$ cat config.mk
export PLATFORM = sky130hd
export DESIGN_NAME = npsd_dist
export DESIGN_NICKNAME = d
export VERILOG_FILES = /design/src/hw/rtl/nearest_point_search_3d_macros.svh /design/src/hw/rtl/npsd_pkg.sv /design/src/hw/rtl/npsd_dist.sv
export SDC_FILE = /design/constraint.sdc
export NUM_CORES = 2
export LEC_CHECK = 0
export BUFFER_PORTS_ARGS = -buffer_cell sky130_fd_sc_hd__buf_2
export CAP_MARGIN = 40
export CORE_UTILIZATION = 51
export DETAILED_ROUTE_END_ITERATION = 8
export GPL_TIMING_DRIVEN = 0
export PLACE_DENSITY_LB_ADDON = 0.12
export SYNTH_ARGS = -nofsm -noshare
export SYNTH_HDL_FRONTEND = slang
export SYNTH_SLANG_ARGS = --single-unit
$ cat constraint.sdc
create_clock -name clk -period 18.6 [get_ports clk]
set_clock_uncertainty 0.1 [all_clocks]
set_input_delay 3.72 -clock clk [delete_from_list [all_inputs] [get_ports clk]]
set_output_delay 3.72 -clock clk [all_outputs]
set_load 0.005 [all_outputs]
$ cat src/hw/rtl/nearest_point_search_3d_macros.svh
// Assertion macros for the nearest point search block
`ifndef NEAREST_POINT_SEARCH_3D_MACROS_SVH
`define NEAREST_POINT_SEARCH_3D_MACROS_SVH

// clocked property, disabled while reset is held
`define NPSD_ASSERT(lbl, prop, msg) \
	lbl: assert property (@(posedge clk) disable iff (!arst_n) prop) else $error(msg);

// condition that must never be seen outside reset
`define NPSD_ASSERT_NEVER(lbl, cond, msg) \
	lbl: assert property (@(posedge clk) disable iff (!arst_n) !(cond)) else $error(msg);

`endif

$ cat src/hw/rtl/npsd_pkg.sv
// Types and constants shared by the nearest point search block
`timescale 1ns / 1ps
`default_nettype none

package npsd_pkg;

	localparam int COORD_W   = 16;
	localparam int IDX_OUT_W = 6;
	localparam int SQ_W      = 2 * COORD_W;
	localparam int DIST_W    = 2 * COORD_W + 2;

	localparam logic OP_INSERT = 1'b0;
	localparam logic OP_QUERY  = 1'b1;

	localparam logic [1:0] STAT_INSERTED = 2'd0;
	localparam logic [1:0] STAT_FULL     = 2'd1;
	localparam logic [1:0] STAT_FOUND    = 2'd2;
	localparam logic [1:0] STAT_EMPTY    = 2'd3;

	typedef logic signed [COORD_W-1:0] coord_t;

	typedef struct packed {
		coord_t x;
		coord_t y;
		coord_t z;
	} point_t;

	typedef struct packed {
		logic   operation;
		coord_t coord_x;
		coord_t coord_y;
		coord_t coord_z;
	} in_item_t;

	typedef struct packed {
		logic [1:0]           status;
		logic [IDX_OUT_W-1:0] match_index;
		coord_t               near_x;
		coord_t               near_y;
		coord_t               near_z;
	} out_item_t;

	typedef struct packed {
		logic valid;
		logic first;
		logic last;
	} scan_tag_t;

	typedef enum logic [1:0] {
		S_IDLE,
		S_SCAN,
		S_WAIT
	} state_t;

endpackage

`default_nettype wire

$ cat src/hw/rtl/npsd_dist.sv
// Squared distance pipeline and running minimum at the head of the point ring
`timescale 1ns / 1ps
`default_nettype none

module npsd_dist import npsd_pkg::*; #(
	parameter int IDX_W = 6
) (
	input  wire logic             clk,
	input  wire logic             arst_n,
	input  wire scan_tag_t        tag,
	input  wire logic [IDX_W-1:0] idx,
	input  wire point_t           pt,
	input  wire point_t           qry,
	output logic                  done,
	output out_item_t             result
);

	function automatic logic [COORD_W-1:0] abs_diff(coord_t a, coord_t b);
		logic [COORD_W-1:0] ua;
		logic [COORD_W-1:0] ub;
		ua = {~a[COORD_W-1], a[COORD_W-2:0]};
		ub = {~b[COORD_W-1], b[COORD_W-2:0]};
		return (ua > ub) ? (ua - ub) : (ub - ua);
	endfunction

	scan_tag_t          tag_s1, tag_s2, tag_s3;
	logic [IDX_W-1:0]   idx_s1, idx_s2, idx_s3;
	point_t             pt_s1, pt_s2, pt_s3;
	logic [COORD_W-1:0] dx_s1, dy_s1, dz_s1;
	logic [SQ_W-1:0]    sqx_s2, sqy_s2, sqz_s2;
	logic [DIST_W-1:0]  dist_s3;

	logic [DIST_W-1:0]  best_d_q;
	logic [IDX_W-1:0]   best_idx_q;
	point_t             best_pt_q;
	logic               done_q;
	out_item_t          res_q;

	logic               take;
	logic [IDX_W-1:0]   sel_idx;
	point_t             sel_pt;

	always_ff @(posedge clk or negedge arst_n) begin
		if (!arst_n) begin
			tag_s1 <= '0;
			tag_s2 <= '0;
			tag_s3 <= '0;
			done_q <= 1'b0;
		end else begin
			tag_s1 <= tag;
			tag_s2 <= tag_s1;
			tag_s3 <= tag_s2;
			done_q <= tag_s3.valid && tag_s3.last;
		end
	end

	always_ff @(posedge clk) begin
		idx_s1 <= idx;
		pt_s1  <= pt;
		dx_s1  <= abs_diff(qry.x, pt.x);
		dy_s1  <= abs_diff(qry.y, pt.y);
		dz_s1  <= abs_diff(qry.z, pt.z);

		idx_s2 <= idx_s1;
		pt_s2  <= pt_s1;
		sqx_s2 <= SQ_W'(dx_s1) * SQ_W'(dx_s1);
		sqy_s2 <= SQ_W'(dy_s1) * SQ_W'(dy_s1);
		sqz_s2 <= SQ_W'(dz_s1) * SQ_W'(dz_s1);

		idx_s3  <= idx_s2;
		pt_s3   <= pt_s2;
		dist_s3 <= DIST_W'(sqx_s2) + DIST_W'(sqy_s2) + DIST_W'(sqz_s2);
	end

	// strict less-than keeps the lowest index on ties
	always_comb begin
		take    = tag_s3.valid && (tag_s3.first || (dist_s3 < best_d_q));
		sel_idx = take ? idx_s3 : best_idx_q;
		sel_pt  = take ? pt_s3 : best_pt_q;
	end

	always_ff @(posedge clk) begin
		if (take) begin
			best_d_q   <= dist_s3;
			best_idx_q <= idx_s3;
			best_pt_q  <= pt_s3;
		end
		res_q.status      <= STAT_FOUND;
		res_q.match_index <= IDX_OUT_W'(sel_idx);
		res_q.near_x      <= sel_pt.x;
		res_q.near_y      <= sel_pt.y;
		res_q.near_z      <= sel_pt.z;
	end

	assign done   = done_q;
	assign result = res_q;

endmodule

`default_nettype wire

==> impl_metrics.csv <==
group,metric,value,unit
status,outcome,"finished clean",
flow_run,maxCapViolCount,0,
synthesis,ys_ff_latch,435,
synthesis,seq_area_frac_synth,0.246,
synthesis,syn_avg_cell_area,9.87,um^2
synthesis,synth_edf_count,88,
clock_network,clkTransAtPathRegs,0.06,ns
worst_setup_path,crit_type,"reg2reg",
timing,period_share,0.397,
global_route,grt_pass1_wl,141000,um
synthesis,synth_top_area_frac,0.269,
finish,num_antenna_cells,0,
global_route,grt_pass1_vias,27800,
route,wl,83700,um
global_route,antenna_found_initial,2,
timing,hold_violations,0,
clock_network,htreeDepth,2,
die,io_pins,164,
route,drtIter0Drc,1365,
die,fp.dieH,279,um
timing,totalNegativeSetupSlack,0,ns
clock_network,insertion_delay,0.61,ns
clock_network,clock-sinks,435,
finish,stdcell_count,5254,
place,dp_cells,5162,
worst_setup_path,cp.arrival,7.72,ns
route,wl_per_cell,15.9,um
route,postRouteAntennaNets,0,
synthesis,synth.most_common_cell,"inv_1",
timing,min_period,7.39,ns
worst_setup_path,crit_required,18.93,ns
route,drt_drc_violations_left,0,
worst_setup_path,worstSetupEndpointType,"flop",
worst_setup_path,path_max_fanout,10,
clock_network,ctsHoldBuffers,0,
timing,max_freq,135,MHz
route,viasPerCell,5.04,
timing,setup_viol,0,
synthesis,yosys-top-cells-area,"fa_1 (27%), dfxtp_1 (17%), ha_1 (15%)",
clock_network,post_cts_resized,0,
finish,fillers,6889,
synthesis,synth_top_cell_by_area,"fa_1",
clock_network,cts_tree,"yes",
route,dr.pass1.iters,8,
clock_network,cts_buffers,49,
die,die_area,0.0778,mm^2
timing,tightest_slew,0.854,ns
synthesis,netlist_top_cells_count,"inv_1 (883), fa_1 (526), ha_1 (458)",
synthesis,syn_inst,3964,
route,num_vias,26500,
place,dpl.hpwl,69500,um
synthesis,synthFlopType,"dfxtp_1",
global_route,track_usage,0.227,
synthesis,async_reset_ff_frac,0.0230,
worst_setup_path,critPathLaunchType,"flop",
finish,postLayoutCoreUtil,0.567,
timing,timing.final.max_slew_violations,0,
worst_setup_path,r2r_slack,11.21,ns
place,gp_congestion,0.863,
clock_network,cts_max_path_buffers,3,
hold_path,worstHoldPathType,"reg2reg",
place,io_buffer_count,161,
clock_network,post_cts_buffers,0,
synthesis,yosys_warnings,0,
global_route,grt_max_degree,22,
finish,drive_gt1_frac,0.0722,
synthesis,synthDistinctLibCells,86,
die,core,0.0759,mm^2
synthesis,synth_area,0.0391,mm^2
die,rows,101,
timing,rsz0062_at_grt,"false",
global_route,globalRouteOverflowTotal,0,
clock_network,root_buffer,"clkbuf_16",
finish,area_growth,9.97,%
die,start_util,0.515,
timing,slew-limit-headroom,0.424,
finish,final_nets,5274,
die,die_width,279,um
per-stage QoR:
step / hold slack, ns / instance area (um^2) / setup WS, ns
floorplan: 0.210 / 39100 / 11.73
global placement: 0.210 / 41200 / 8.40
detailed placement: 0.212 / 41400 / 11.31
CTS: 0.222 / 43000 / 11.29
global route: 0.226 / 43000 / 10.78
finish: 0.219 / 43000 / 11.21
critical path, stage by stage, from the launching register on:
cell       delay (ns)
dfxtp_1          0.41
clkbuf_1         0.45
clkbuf_1         0.58
nand2_1          0.15
fa_1             0.46
fa_1             0.52
inv_1            0.05
fa_1             0.43
fa_1             0.51
fa_1             0.55
inv_1            0.05
fa_1             0.47
inv_1            0.04
ha_1             0.34
a21o_1           0.18
a21o_1           0.18
nor3_1           0.15
nand3_1          0.13
a31oi_1          0.46
o21ai_0          0.40
a2111oi_0        0.50
a211oi_1         0.12
placed cells by master (no fill, tap or decap), drive strengths merged, types with 24 or more instances in the layout:
| cell type | Yosys | layout |
|---|---|---|
| fa | 526 | 526 |
| mux2i | 39 | 39 |
| inv | 883 | 894 |
| nor2 | 136 | 136 |
| buf | 11 | 176 |
| nand3 | 42 | 42 |
| nand2 | 302 | 302 |
| edfxtp | 88 | 88 |
| nand4 | 33 | 33 |
| ha | 458 | 458 |
| o21ai | 84 | 84 |
| dfxtp | 337 | 337 |
| clkbuf | 96 | 155 |
| xor2 | 53 | 53 |
| and3 | 25 | 25 |
| nor2b | 33 | 33 |
| a21oi | 162 | 162 |
| a21o | 113 | 113 |
| a31oi | 24 | 24 |
| and2 | 126 | 126 |
| xnor2 | 122 | 122 |
| nand2b | 29 | 29 |
cell type report:
class | count | area (um^2) | area share
clock buffers | 59 | 1310 | 0.0303
clock inverters | 33 | 363 | 0.00843
plain buffers | 107 | 444 | 0.0103
flip-flops and latches | 435 | 9640 | 0.224
inverters | 883 | 3310 | 0.0770
well taps | 1030 | 1290 | 0.0299
repair buffers | 165 | 916 | 0.0213
multi-input cells | 2542 | 25800 | 0.599
path summary, 6_finish.rpt:
| path | startpoint | end | depth (start not counted) |
|---|---|---|---|
| setup / recovery | dy_s1[4]$_DFF_P_ | sqy_s2[26]$_DFF_P_ | 21 |
| hold / removal | pt_s1[38]$_DFF_P_ | pt_s2[38]$_DFF_P_ | 0 |
| setup reg to reg | dy_s1[4]$_DFF_P_ | sqy_s2[26]$_DFF_P_ | 21 |
| hold reg to reg | pt_s1[38]$_DFF_P_ | pt_s2[38]$_DFF_P_ | 0 |
| max in group asynchronous | arst_n | tag_s3[0]$_DFF_PN0_ | 1 |
| min in group asynchronous | arst_n | tag_s3[2]$_DFF_PN0_ | 1 |
sequential cells by signal (all words and copies together), names as in the netlist:
| signal | flops |
|---|---|
| best_d_q | 34 |
| best_pt_q | 16 |
| dist_s3 | 34 |
| done | 1 |
| dx_s1 | 16 |
| dy_s1 | 16 |
| dz_s1 | 16 |
| idx_s1 | 6 |
| idx_s2 | 6 |
| idx_s3 | 6 |
| pt_s1 | 48 |
| pt_s2 | 48 |
| pt_s3 | 48 |
| result | 38 |
| sqx_s2 | 31 |
| sqy_s2 | 31 |
| sqz_s2 | 31 |
| tag_s1 | 3 |
| tag_s2 | 3 |
| tag_s3 | 3 |
layer usage:
metal | global-route usage | share of wire | vias up
li1 | - | - | 12900
met1 | 0.316 | 0.47 | 13000
met5 | 0 | 0 | -
met4 | 0.0489 | 0.019 | 0
met2 | 0.373 | 0.46 | 456
met3 | 0.0355 | 0.050 | 99
kinds of logic after synthesis:
logic type / synth area share
buffers and inverters: 0.0960
adders and majority gates: 0.415
and+or+nand+nor: 0.0961
AOI/OAI and AO/OA: 0.0956
DFF: 0.246
xor gates and xnor gates: 0.0392
muxes: 0.0111
other: 0.000192
Power is not shown: default switching activity piles up to over one toggle a cycle in this logic, so the estimate is an artifact.
