### src/hw/rtl/nearest_point_search_3d_macros.svh
// Assertion macros for the nearest point search block
`ifndef NEAREST_POINT_SEARCH_3D_MACROS_SVH
`define NEAREST_POINT_SEARCH_3D_MACROS_SVH

// clocked property, disabled while reset is held
`define NPSD_ASSERT(lbl, prop, msg) \
	lbl: assert property (@(posedge clk) disable iff (!arst_n) prop) else $error(msg);

// condition that must never be seen outside reset
`define NPSD_ASSERT_NEVER(lbl, cond, msg) \
	lbl: assert property (@(posedge clk) disable iff (!arst_n) !(cond)) else $error(msg);

`endif

### src/hw/rtl/npsd_pkg.sv
// Types and constants shared by the nearest point search block
`timescale 1ns / 1ps
`default_nettype none

package npsd_pkg;

	localparam int COORD_W   = 16;
	localparam int IDX_OUT_W = 6;
	localparam int SQ_W      = 2 * COORD_W;
	localparam int DIST_W    = 2 * COORD_W + 2;

	localparam logic OP_INSERT = 1'b0;
	localparam logic OP_QUERY  = 1'b1;

	localparam logic [1:0] STAT_INSERTED = 2'd0;
	localparam logic [1:0] STAT_FULL     = 2'd1;
	localparam logic [1:0] STAT_FOUND    = 2'd2;
	localparam logic [1:0] STAT_EMPTY    = 2'd3;

	typedef logic signed [COORD_W-1:0] coord_t;

	typedef struct packed {
		coord_t x;
		coord_t y;
		coord_t z;
	} point_t;

	typedef struct packed {
		logic   operation;
		coord_t coord_x;
		coord_t coord_y;
		coord_t coord_z;
	} in_item_t;

	typedef struct packed {
		logic [1:0]           status;
		logic [IDX_OUT_W-1:0] match_index;
		coord_t               near_x;
		coord_t               near_y;
		coord_t               near_z;
	} out_item_t;

	typedef struct packed {
		logic valid;
		logic first;
		logic last;
	} scan_tag_t;

	typedef enum logic [1:0] {
		S_IDLE,
		S_SCAN,
		S_WAIT
	} state_t;

endpackage

`default_nettype wire

### src/hw/rtl/npsd_cell.sv
// One storage cell of the point ring: loads a new point or takes its neighbor's
`timescale 1ns / 1ps
`default_nettype none

module npsd_cell import npsd_pkg::*; (
	input  wire logic   clk,
	input  wire logic   shift,
	input  wire logic   load,
	input  wire point_t shift_in,
	input  wire point_t load_pt,
	output point_t      pt
);

	point_t pt_q;

	always_ff @(posedge clk) begin
		if (load) begin
			pt_q <= load_pt;
		end else if (shift) begin
			pt_q <= shift_in;
		end
	end

	assign pt = pt_q;

endmodule

`default_nettype wire

### config.mk
export PLATFORM = sky130hd
export DESIGN_NAME = npsd_cell
export DESIGN_NICKNAME = d
export VERILOG_FILES = /design/src/hw/rtl/nearest_point_search_3d_macros.svh /design/src/hw/rtl/npsd_pkg.sv /design/src/hw/rtl/npsd_cell.sv
export SDC_FILE = /design/constraint.sdc
export NUM_CORES = 1
export LEC_CHECK = 0
export BUFFER_PORTS_ARGS = -buffer_cell sky130_fd_sc_hd__buf_2
export CAP_MARGIN = 20
export CELL_PAD_IN_SITES_DETAIL_PLACEMENT = 1
export CELL_PAD_IN_SITES_GLOBAL_PLACEMENT = 2
export CORE_ASPECT_RATIO = 1.5
export CORE_MARGIN = 5
export CORE_UTILIZATION = 28
export CTS_BUF_LIST = sky130_fd_sc_hd__clkbuf_4
export DETAILED_ROUTE_END_ITERATION = 6
export PLACE_DENSITY_LB_ADDON = 0.1
export REMOVE_ABC_BUFFERS = 1
export SLEW_MARGIN = 10
export SYNTH_ARGS = -nofsm -noshare
export SYNTH_HDL_FRONTEND = slang
export SYNTH_SLANG_ARGS = --single-unit
### constraint.sdc
create_clock -name clk -period 3.6 [get_ports clk]
set_clock_uncertainty 0.2 [all_clocks]
set_input_delay 0.72 -clock clk [delete_from_list [all_inputs] [get_ports clk]]
set_output_delay 0.72 -clock clk [all_outputs]
set_load 0.05 [all_outputs]
==> results of run 1 <==
cell families after synthesis:
family | share of synthesized area (%)
buffers and inverters | 2.18
flip-flops | 69.7
multiplexers | 27.8
AND/OR/NAND/NOR | 0.303
layout by cell type (no fill, tap or decap):
cell and n:
or2_2 1, buf_4 3, clkinv_2 1, buf_2 146
mux2_4 9, clkbuf_4 6, mux2_2 39, edfxtp_1 48
metal layers:
| layer | global-route usage, % | vias to the layer above |
|---|---|---|
| li1 | - | 697 |
| met1 | 12.4 | 702 |
| met2 | 20.9 | 84 |
| met3 | 5.17 | 4 |
| met4 | 3.38 | 0 |
| met5 | 0 | - |
area by class of cell:
class	instances	area, µm²
flip-flops and latches	48	1440
fillers	814	4280
multi-input cells	49	581
repair buffers	149	753
clock buffers	6	45.0
well taps	100	125
clock inverters	1	5.00
report_power, final:
group,internal (mW),leakage [nW],total [mW],switching (mW)
clock,0.0800,0.0315,0.243,0.163
combinational,0.121,0.817,0.408,0.287
sequential,0.685,0.489,0.698,0.0134
critical path, stage by stage:
cell and delay [ns]:
buf_2 0.47, or2_2 0.41, buf_4 0.39
metrics by stage:
stage	util, %	setup slack (ns)	area (µm²)
after global routing	40.8	1.33	2950
after floorplan	-	1.19	2020
after CTS	40.8	1.40	2950
final	40.8	1.41	2950
after detailed placement	40.1	1.01	2900
after global placement	40.1	1.04	2900
worst paths after layout:
kind,startpoint,to,slack (ns),cells past startpoint
worst max-delay path,load,pt[19],1.41,3
worst min-delay path,load_pt[42],pt[42],0.46,2
==> reports/qor.yml, run 1 <==
power:
  power.density_mw_per_mm2: 457
  finalPower_mw: 1.35
  vdd_drop_max_mv: 0.169
  p_leak_nw: 1.34
floorplanning:
  core_mm2: 0.00723
  start_util_pct: 28.6
  die_area_mm2: 0.00924
  dieWidth_um: 80.2
  fp.dieH_um: 115
  num_rows: 38
  pin_count: 147
routing:
  viasPerCell: 4.21
  wl_met3_um: 588
  drc: 0
  totalWireLength_um: 5620
  wl_met2_um: 2980
  drt_pass1_iterations: 3
  wl_per_cell_um: 15.9
  num_vias: 1487
  top_layer: "met4"
  ant_nets: 0
  wl_met1_um: 2000
  drtIter0Drc: 32
synthesis:
  synth.top_cell.area_share_pct: 69.7
  avgSynthCellArea_um2: 20.3
  ys_ff_latch: 48
  yosys-top-cells-area: "edfxtp_1 (70%), mux2_2 (21%), mux2_4 (6.5%)"
  synthTopCellsByCount: "edfxtp_1 (48), mux2_2 (39), mux2_4 (9), buf_4 (3), buf_6 (2)"
  ys_seq_area_share_pct: 69.7
  synth_flop_cell: "edfxtp_1"
  async_flop_share_pct: 0
  yosys_warnings: 0
  synth_cells: 102
  yosysTopAreaCell: "edfxtp_1"
  synth.distinct_cells: 6
  synth_most_common_cell: "edfxtp_1"
  synth_edf_count: 48
  post_synth_instance_area_mm2: 0.00207
placed_design:
  io_buffers: 146
  hpwl_um: 4510
  place.gp.congestion: 0.715
  place_inst: 346
timing:
  finalSetupViolations: 0
  whs_ns: 0.464
  fmax_ghz: 0.457
  tightest_slew_ns: 0.595
  drv_slew: 0
  relSlewSlack_pct: 60.3
  hold_violations: 0
  finalCritPeriodShare_pct: 60.8
  grt_setup_unrepaired: "no"
  tns_ns: 0
  min_period_ns: 2.19
clock_tree:
  post-cts-setup-buffers: 0
  cts_root_buf: "clkbuf_4"
  cts_tree: "done"
  clkTransAtPathRegs_ns: 0.14
  cts_hold_buffers: 0
  cts_buffers: 5
  clock_path_buffers: 2
  cts.sinks: 48
  cts.repair.resized: 0
  htree_levels: 2
flow_run:
  cap_violations: 0
worst_setup_path:
  crit_type: "in2reg"
  end_kind: "flip-flop"
  cp.required_ns: 3.43
  crit_path_start_kind: "input pin"
  cp.arrival_ns: 2.01
  critPathMaxFanout: 25
min_path:
  worst_hold_path_type: "in2reg"
finish:
  largest_reg_flops: 48
  finalNetCount: 352
  area_delta_synth_final_pct: 42.7
  diodes: 0
  final_cells: 353
  drive_above_1_share_pct: 81.0
global_routing:
  gr-total-overflow: 0
  grt_pass1_vias: 1562
  grt_util_all_layers_pct: 11.7
  antenna_found_initial: 0
  grt_max_degree: 29
  grt_pass1_wl_um: 8110
run_status:
  status: "complete, no violations"
(Power assumes the default switching activity.)
==> run 2, diff against run 1 <==
--- a/config.mk
+++ b/config.mk
@@ -5,13 +5,14 @@
 export SDC_FILE = /design/constraint.sdc
 export NUM_CORES = 1
 export LEC_CHECK = 0
+export ABC_AREA = 1
 export BUFFER_PORTS_ARGS = -buffer_cell sky130_fd_sc_hd__buf_2
 export CAP_MARGIN = 20
 export CELL_PAD_IN_SITES_DETAIL_PLACEMENT = 1
 export CELL_PAD_IN_SITES_GLOBAL_PLACEMENT = 2
 export CORE_ASPECT_RATIO = 1.5
 export CORE_MARGIN = 5
-export CORE_UTILIZATION = 28
+export CORE_UTILIZATION = 20
 export CTS_BUF_LIST = sky130_fd_sc_hd__clkbuf_4
 export DETAILED_ROUTE_END_ITERATION = 6
 export PLACE_DENSITY_LB_ADDON = 0.1
==> constraint.sdc (replaced) <==
create_clock -name clk -period 1.8 [get_ports clk]
set_clock_uncertainty 0.2 [all_clocks]
set_input_delay 0.36 -clock clk [delete_from_list [all_inputs] [get_ports clk]]
set_output_delay 0.36 -clock clk [all_outputs]
set_load 0.05 [all_outputs]
==> reports/qor.yml, run 2 <==
run_status:
  status: "complete, no violations"
global_routing:
  grt_max_degree: 49  # +69%
  grt_pass1_vias: 2063  # +32%
  gr-total-overflow: 0  # unchanged
  antenna_found_initial: 0  # unchanged
  grt_pass1_wl_um: 10500  # +29%
  grt_util_all_layers_pct: 11.0  # -0.74 points
timing:
  min_period_ns: 1.57
  drv_slew: 0  # unchanged
  fmax_ghz: 0.639
  finalCritPeriodShare_pct: 87.0
  hold_violations: 0  # unchanged
  tightest_slew_ns: 0.829  # +0.234 ns
  finalSetupViolations: 0  # unchanged
  tns_ns: 0  # unchanged
  relSlewSlack_pct: 44.6  # -16 points
  grt_setup_unrepaired: "no"
worst_setup_path:
  cpPeakStageDelay_ns: 0.41  # -0.06 ns
  path_cells: "buf_2"
  critPathMaxFanout: 1  # -96%
  critical_path.top_delay_family: "flip-flops"
  cp.buffers_inverters: 1  # -1
  crit_slowest_cell: "edfxtp_1"
  cp.required_ns: 1.24  # -2.19 ns
  crit_path_start_kind: "flip-flop"
  end_kind: "output pin"
  crit_type: "reg2out"
  cp.arrival_ns: 1.01  # -1.00 ns
power:
  internal-power_mw: 1.71  # +94%
  p_comb_share_pct: 30.0  # -0.3 points
  sw_frac_of_total_pct: 37.1  # +2.7 points
  power.density_mw_per_mm2: 919  # +100%
  vdd_drop_max_mv: 0.254  # +51%
  p_sw_mw: 1.01  # +120%
  clock_power_share_pct: 18.7  # +0.7 points
  p_leak_nw: 1.56  # +16%
  p_seq_share_pct: 51.3  # -0.4 points
  finalPower_mw: 2.72  # +100%
clock_tree:
  clkTransAtPathRegs_ns: 0.15  # about the same
  cts.sinks: 48  # unchanged
  cts_tree: "done"
  htree_levels: 2  # unchanged
  cts.repair.resized: 0  # unchanged
  cts_root_buf: "clkbuf_4"
  clock_path_buffers: 2  # unchanged
  cts_buffers: 5  # unchanged
finish:
  fin_area_mm2: 0.00297  # +0.51%
  final_cells: 469  # +33%
  layout_common_cells: "buf_2 (146), nand2_1 (144), edfxtp_1 (48)"
  finalNetCount: 450  # +28%
  final_common_cell: "buf_2"
  utilization_pct: 29.3  # -12 points
  diodes: 0  # unchanged
  fillers: 1267  # +56%
  largest_reg_flops: 48  # unchanged
  drive_above_1_share_pct: 44.9  # -36 points
  area_delta_synth_final_pct: 42.9
synthesis:
  avgSynthCellArea_um2: 10.1  # -50%
  synth.distinct_cells: 7  # +1
  async_flop_share_pct: 0  # unchanged
  synth_cells: 205  # +100%
  synthTopCellsByCount: "nand2_1 (144), edfxtp_1 (48), buf_2 (6), buf_6 (4)"
  ys_ff_latch: 48  # unchanged
  synth_most_common_cell: "nand2_1"
  synth-compound-area-share_pct: 0  # unchanged
  yosys-top-cells-area: "edfxtp_1 (69%), nand2_1 (26%), buf_6 (2.2%)"
  yosys_warnings: 0  # unchanged
  yosysTopAreaCell: "edfxtp_1"
  synth_flop_cell: "edfxtp_1"
  synth_xor_area_share_pct: 0  # unchanged
  synth_top_family_by_area: "simple AND/OR/NAND/NOR gates"
  synthSimpleGateAreaFrac_pct: 26.4  # +26 points
  ys_seq_area_share_pct: 69.5  # -0.25 points
  synth_edf_count: 48  # unchanged
  synth.mux.area_fraction_pct: 0  # -28 points
  post_synth_instance_area_mm2: 0.00207  # +0.36%
  synthAdderAreaFrac_pct: 0  # unchanged
  synth.top_cell.area_share_pct: 69.5  # -0.25 points
placed_design:
  place_inst: 460  # +33%
  io_buffers: 146  # unchanged
  place.gp.congestion: 0.649  # -9.3%
  place_area_mm2: 0.00290  # +0.13%
  hpwl_um: 5250  # +16%
routing:
  num_vias: 1881  # +26%
  totalWireLength_um: 6900  # +23%
  drt_pass1_iterations: 2  # -1
  viasPerCell: 4.01  # -4.8%
  drc: 0  # unchanged
  wl_per_cell_um: 14.7  # -7.5%
  ant_nets: 0  # unchanged
  drtIter0Drc: 20  # -38%
floorplanning:
  start_util_pct: 20.5  # -8.1 points
  die_area_mm2: 0.0126  # +36%
  core_mm2: 0.0101  # +40%
  dieWidth_um: 93.2  # +16%
  num_rows: 45  # +18%
  fp.dieH_um: 135  # +17%
  pin_count: 147  # unchanged
flow_run:
  cap_violations: 0  # unchanged
min_path:
  worst_hold_path_type: "in2reg"
[run 2: cell types whose count changed after synthesis]
cell | previous run | this run
mux2_4 | 9 | 0
buf_2 | 0 | 6
buf_6 | 2 | 4
nand2_1 | 0 | 144
mux2_2 | 39 | 0
inv_2 | 0 | 1
buf_4 | 3 | 1
[run 2: cell type report]
cell class              count  area [µm²]  area share [%]
inverters                   1        3.75           0.127
well taps                 117         146            4.94
flip-flops and latches     48        1440            48.6
repair buffers            150         776            26.2
clock inverters             3        13.8           0.464
multi-input cells         145         547            18.4
clock buffers               5        37.5            1.27
[run 2: routing by layer]
metal  part of all wire (%)  up-vias  global-route usage, %  wire length, µm
met4                    1.3        0                   3.42               91
met3                    8.0        6                   4.35              550
li1                       -      942                      -                -
met5                      0        -                      0                0
met2                     54       81                   20.5             3740
met1                     37      852                   11.1             2520
[run 2: kinds of logic (layout without fill, tap and decap cells)]
family	Yosys count	after routing
flip-flops	48	48
AND/OR/NAND/NOR	145	145
buffers and inverters	12	159
[run 2: metrics by stage]
| stage | hold WS (ns) | setup WS (ns) |
|---|---|---|
| after CTS | 0.00414 | 0.188 |
| after floorplan | 0.339 | -0.255 |
| after global placement | 0.423 | 0.0915 |
| after global routing | 0.00282 | 0.148 |
| after detailed placement | 0.430 | 0.0822 |
| final | 0.0334 | 0.234 |
[run 2: worst paths after layout]
| check | end | slack (ns) | from | depth (start not counted) |
|---|---|---|---|---|
| setup / recovery | pt[44] | 0.23 | pt[44] | 1 |
| hold / removal | pt[21] | 0.03 | shift_in[21] | 3 |
[run 2: what timing repair did]
| item | CTS | global route |
|---|---|---|
| setup buffers | 0 | 0 |
| hold endpoints to repair | 0 | 1 |
| hold buffers | 0 | 1 |
[run 2: power by group through the flow]
stage               Combinational (mW)  Clock [mW]  Sequential, mW
floorplan                       0.0982           0            1.87
detailed placement               0.835           0            1.43
global placement                 0.834           0            1.42
finish                           0.818       0.509            1.40
CTS                              0.836       0.550            1.40
global route                     0.869       0.590            1.41
==> run 3, diff against run 2 <==
--- a/config.mk
+++ b/config.mk
@@ -11,9 +11,10 @@
 export CELL_PAD_IN_SITES_DETAIL_PLACEMENT = 1
 export CELL_PAD_IN_SITES_GLOBAL_PLACEMENT = 2
 export CORE_ASPECT_RATIO = 1.5
-export CORE_MARGIN = 5
+export CORE_MARGIN = 3
 export CORE_UTILIZATION = 20
 export CTS_BUF_LIST = sky130_fd_sc_hd__clkbuf_4
+export CTS_CLUSTER_SIZE = 20
 export DETAILED_ROUTE_END_ITERATION = 6
 export PLACE_DENSITY_LB_ADDON = 0.1
 export REMOVE_ABC_BUFFERS = 1
==> reports/qor.yml, run 3 (same netlist as run 2, synthesis figures left out) <==
finish:
  drive_above_1_share_pct: 44.7  # -0.16 points
  layout_common_cells: "buf_2 (146), nand2_1 (144), edfxtp_1 (48)"
  diodes: 0  # unchanged
  final_common_cell: "buf_2"
  area_delta_synth_final_pct: 43.5
  largest_reg_flops: 48  # unchanged
  finalNetCount: 449  # -0.22%
  final_cells: 466  # -0.64%
timing:
  worst_slack_ns: 0.235  # +0.00145 ns
  grt_setup_unrepaired: "no"
  hold_violations: 0  # unchanged
  fmax_ghz: 0.639  # about the same
  drv_slew: 0  # unchanged
  min_period_ns: 1.56  # -0.00145 ns
  finalCritPeriodShare_pct: 86.9  # about the same
  tightest_slew_ns: 0.809  # -0.0202 ns
  finalSetupViolations: 0  # unchanged
  tns_ns: 0  # unchanged
  relSlewSlack_pct: 46.0  # +1.4 points
clock_tree:
  cts.repair.resized: 0  # unchanged
  htree_levels: 2  # unchanged
  cts_buffers: 5  # unchanged
  cts_root_buf: "clkbuf_4"
  cts.sinks: 48  # unchanged
  post-cts-setup-buffers: 0  # unchanged
  clock_path_buffers: 2  # unchanged
  cts_tree: "done"
  cts_hold_buffers: 0  # unchanged
  clkTransAtPathRegs_ns: 0.15  # about the same
global_routing:
  grt_pass1_wl_um: 9420  # -10%
  antenna_found_initial: 0  # unchanged
  grt_pass1_vias: 1911  # -7.4%
  grt_util_all_layers_pct: 10.9  # -0.079 points
  gr-total-overflow: 0  # unchanged
  grt_max_degree: 49  # unchanged
power:
  p_leak_nw: 1.56  # +0.26%
  clock_power_share_pct: 22.5  # +3.8 points
  p_seq_share_pct: 48.9  # -2.4 points
  sw_frac_of_total_pct: 35.1  # -1.9 points
  finalPower_mw: 2.86  # +4.8%
  p_sw_mw: 1.00  # -0.69%
  internal-power_mw: 1.85  # +8.1%
  power.density_mw_per_mm2: 959  # +4.4%
  p_comb_share_pct: 28.6  # -1.4 points
  vdd_drop_max_mv: 0.215  # -15%
placed_design:
  place_inst: 458  # -0.43%
  place.gp.congestion: 0.688  # +6.1%
  io_buffers: 146  # unchanged
  hpwl_um: 4860  # -7.4%
  pre_cts_slack_ns: 0.105  # +0.0225 ns
floorplanning:
  start_util_pct: 20.9  # +0.47 points
  dieWidth_um: 89.2  # -4.3%
  die_area_mm2: 0.0117  # -7.1%
  num_rows: 44  # -2.2%
  core_mm2: 0.00991  # -2.2%
  fp.dieH_um: 131  # -3.0%
  pin_count: 147  # unchanged
routing:
  totalWireLength_um: 6490  # -5.9%
  viasPerCell: 4.01  # -0.11%
  wl_met3_um: 659  # +20%
  drtIter0Drc: 61  # +200%
  top_layer: "met4"
  drc: 0  # unchanged
  drt_pass1_iterations: 4  # +2
  num_vias: 1867  # -0.74%
  wl_per_cell_um: 13.9  # -5.3%
  wl_met1_um: 2330  # -7.6%
  ant_nets: 0  # unchanged
  wl_met2_um: 3380  # -9.6%
worst_setup_path:
  critical_path.top_delay_family: "flip-flops"
  crit_path_start_kind: "flip-flop"
  cp.arrival_ns: 1.00  # about the same
  crit_slowest_cell: "edfxtp_1"
  cp.buffers_inverters: 1  # unchanged
  cp.required_ns: 1.24  # about the same
  path_cells: "buf_2"
  cpPeakStageDelay_ns: 0.41  # about the same
  crit_type: "reg2out"
  critPathMaxFanout: 1  # unchanged
  end_kind: "output pin"
  cp-startpoint: "pt[4]"
run_status:
  status: "complete, no violations"
flow_run:
  cap_violations: 0  # unchanged
min_path:
  worst_hold_path_type: "in2reg"
  worst_hold_startpoint: "shift_in[20]"
[run 3: layer usage]
layer	vias to the layer above	GRT usage, %
met5	-	0
met4	0	3.94
met3	7	4.64
met2	85	19.3
met1	835	11.3
li1	940	-
[run 3: power by group through the flow]
stage               Sequential [mW]  Combinational [mW]  Clock (mW)
floorplan                      1.87              0.0982           0
global placement               1.42               0.837           0
detailed placement             1.42               0.835           0
CTS                            1.40               0.835       0.680
global route                   1.41               0.878       0.719
finish                         1.40               0.818       0.642
[run 3: layout make-up]
| type | count | area (µm²) |
|---|---|---|
| Inverter | 1 | 3.75 |
| Tap cell | 115 | 144 |
| Clock inverter | 3 | 37.5 |
| Clock buffer | 5 | 37.5 |
| Multi-Input combinational cell | 145 | 547 |
| Fill cell | 1236 | 6930 |
| Timing Repair Buffer | 149 | 766 |
| Sequential cell | 48 | 1440 |
[run 3: final timing paths]
kind                  to  depth (start not counted)  slack, ns
setup / recovery   pt[4]                          1       0.24
hold / removal    pt[20]                          3       0.04
[run 3: per-stage QoR]
stage / hold WS [ns] / util [%] / instance area [µm²]
finish: 0.0406 / 30.0 / 2980
global route: 0.0142 / 30.0 / 2980
CTS: 0.0122 / 30.0 / 2980
detailed placement: 0.433 / 29.3 / 2900
global placement: 0.424 / 29.3 / 2900
floorplan: 0.339 / - / 1990
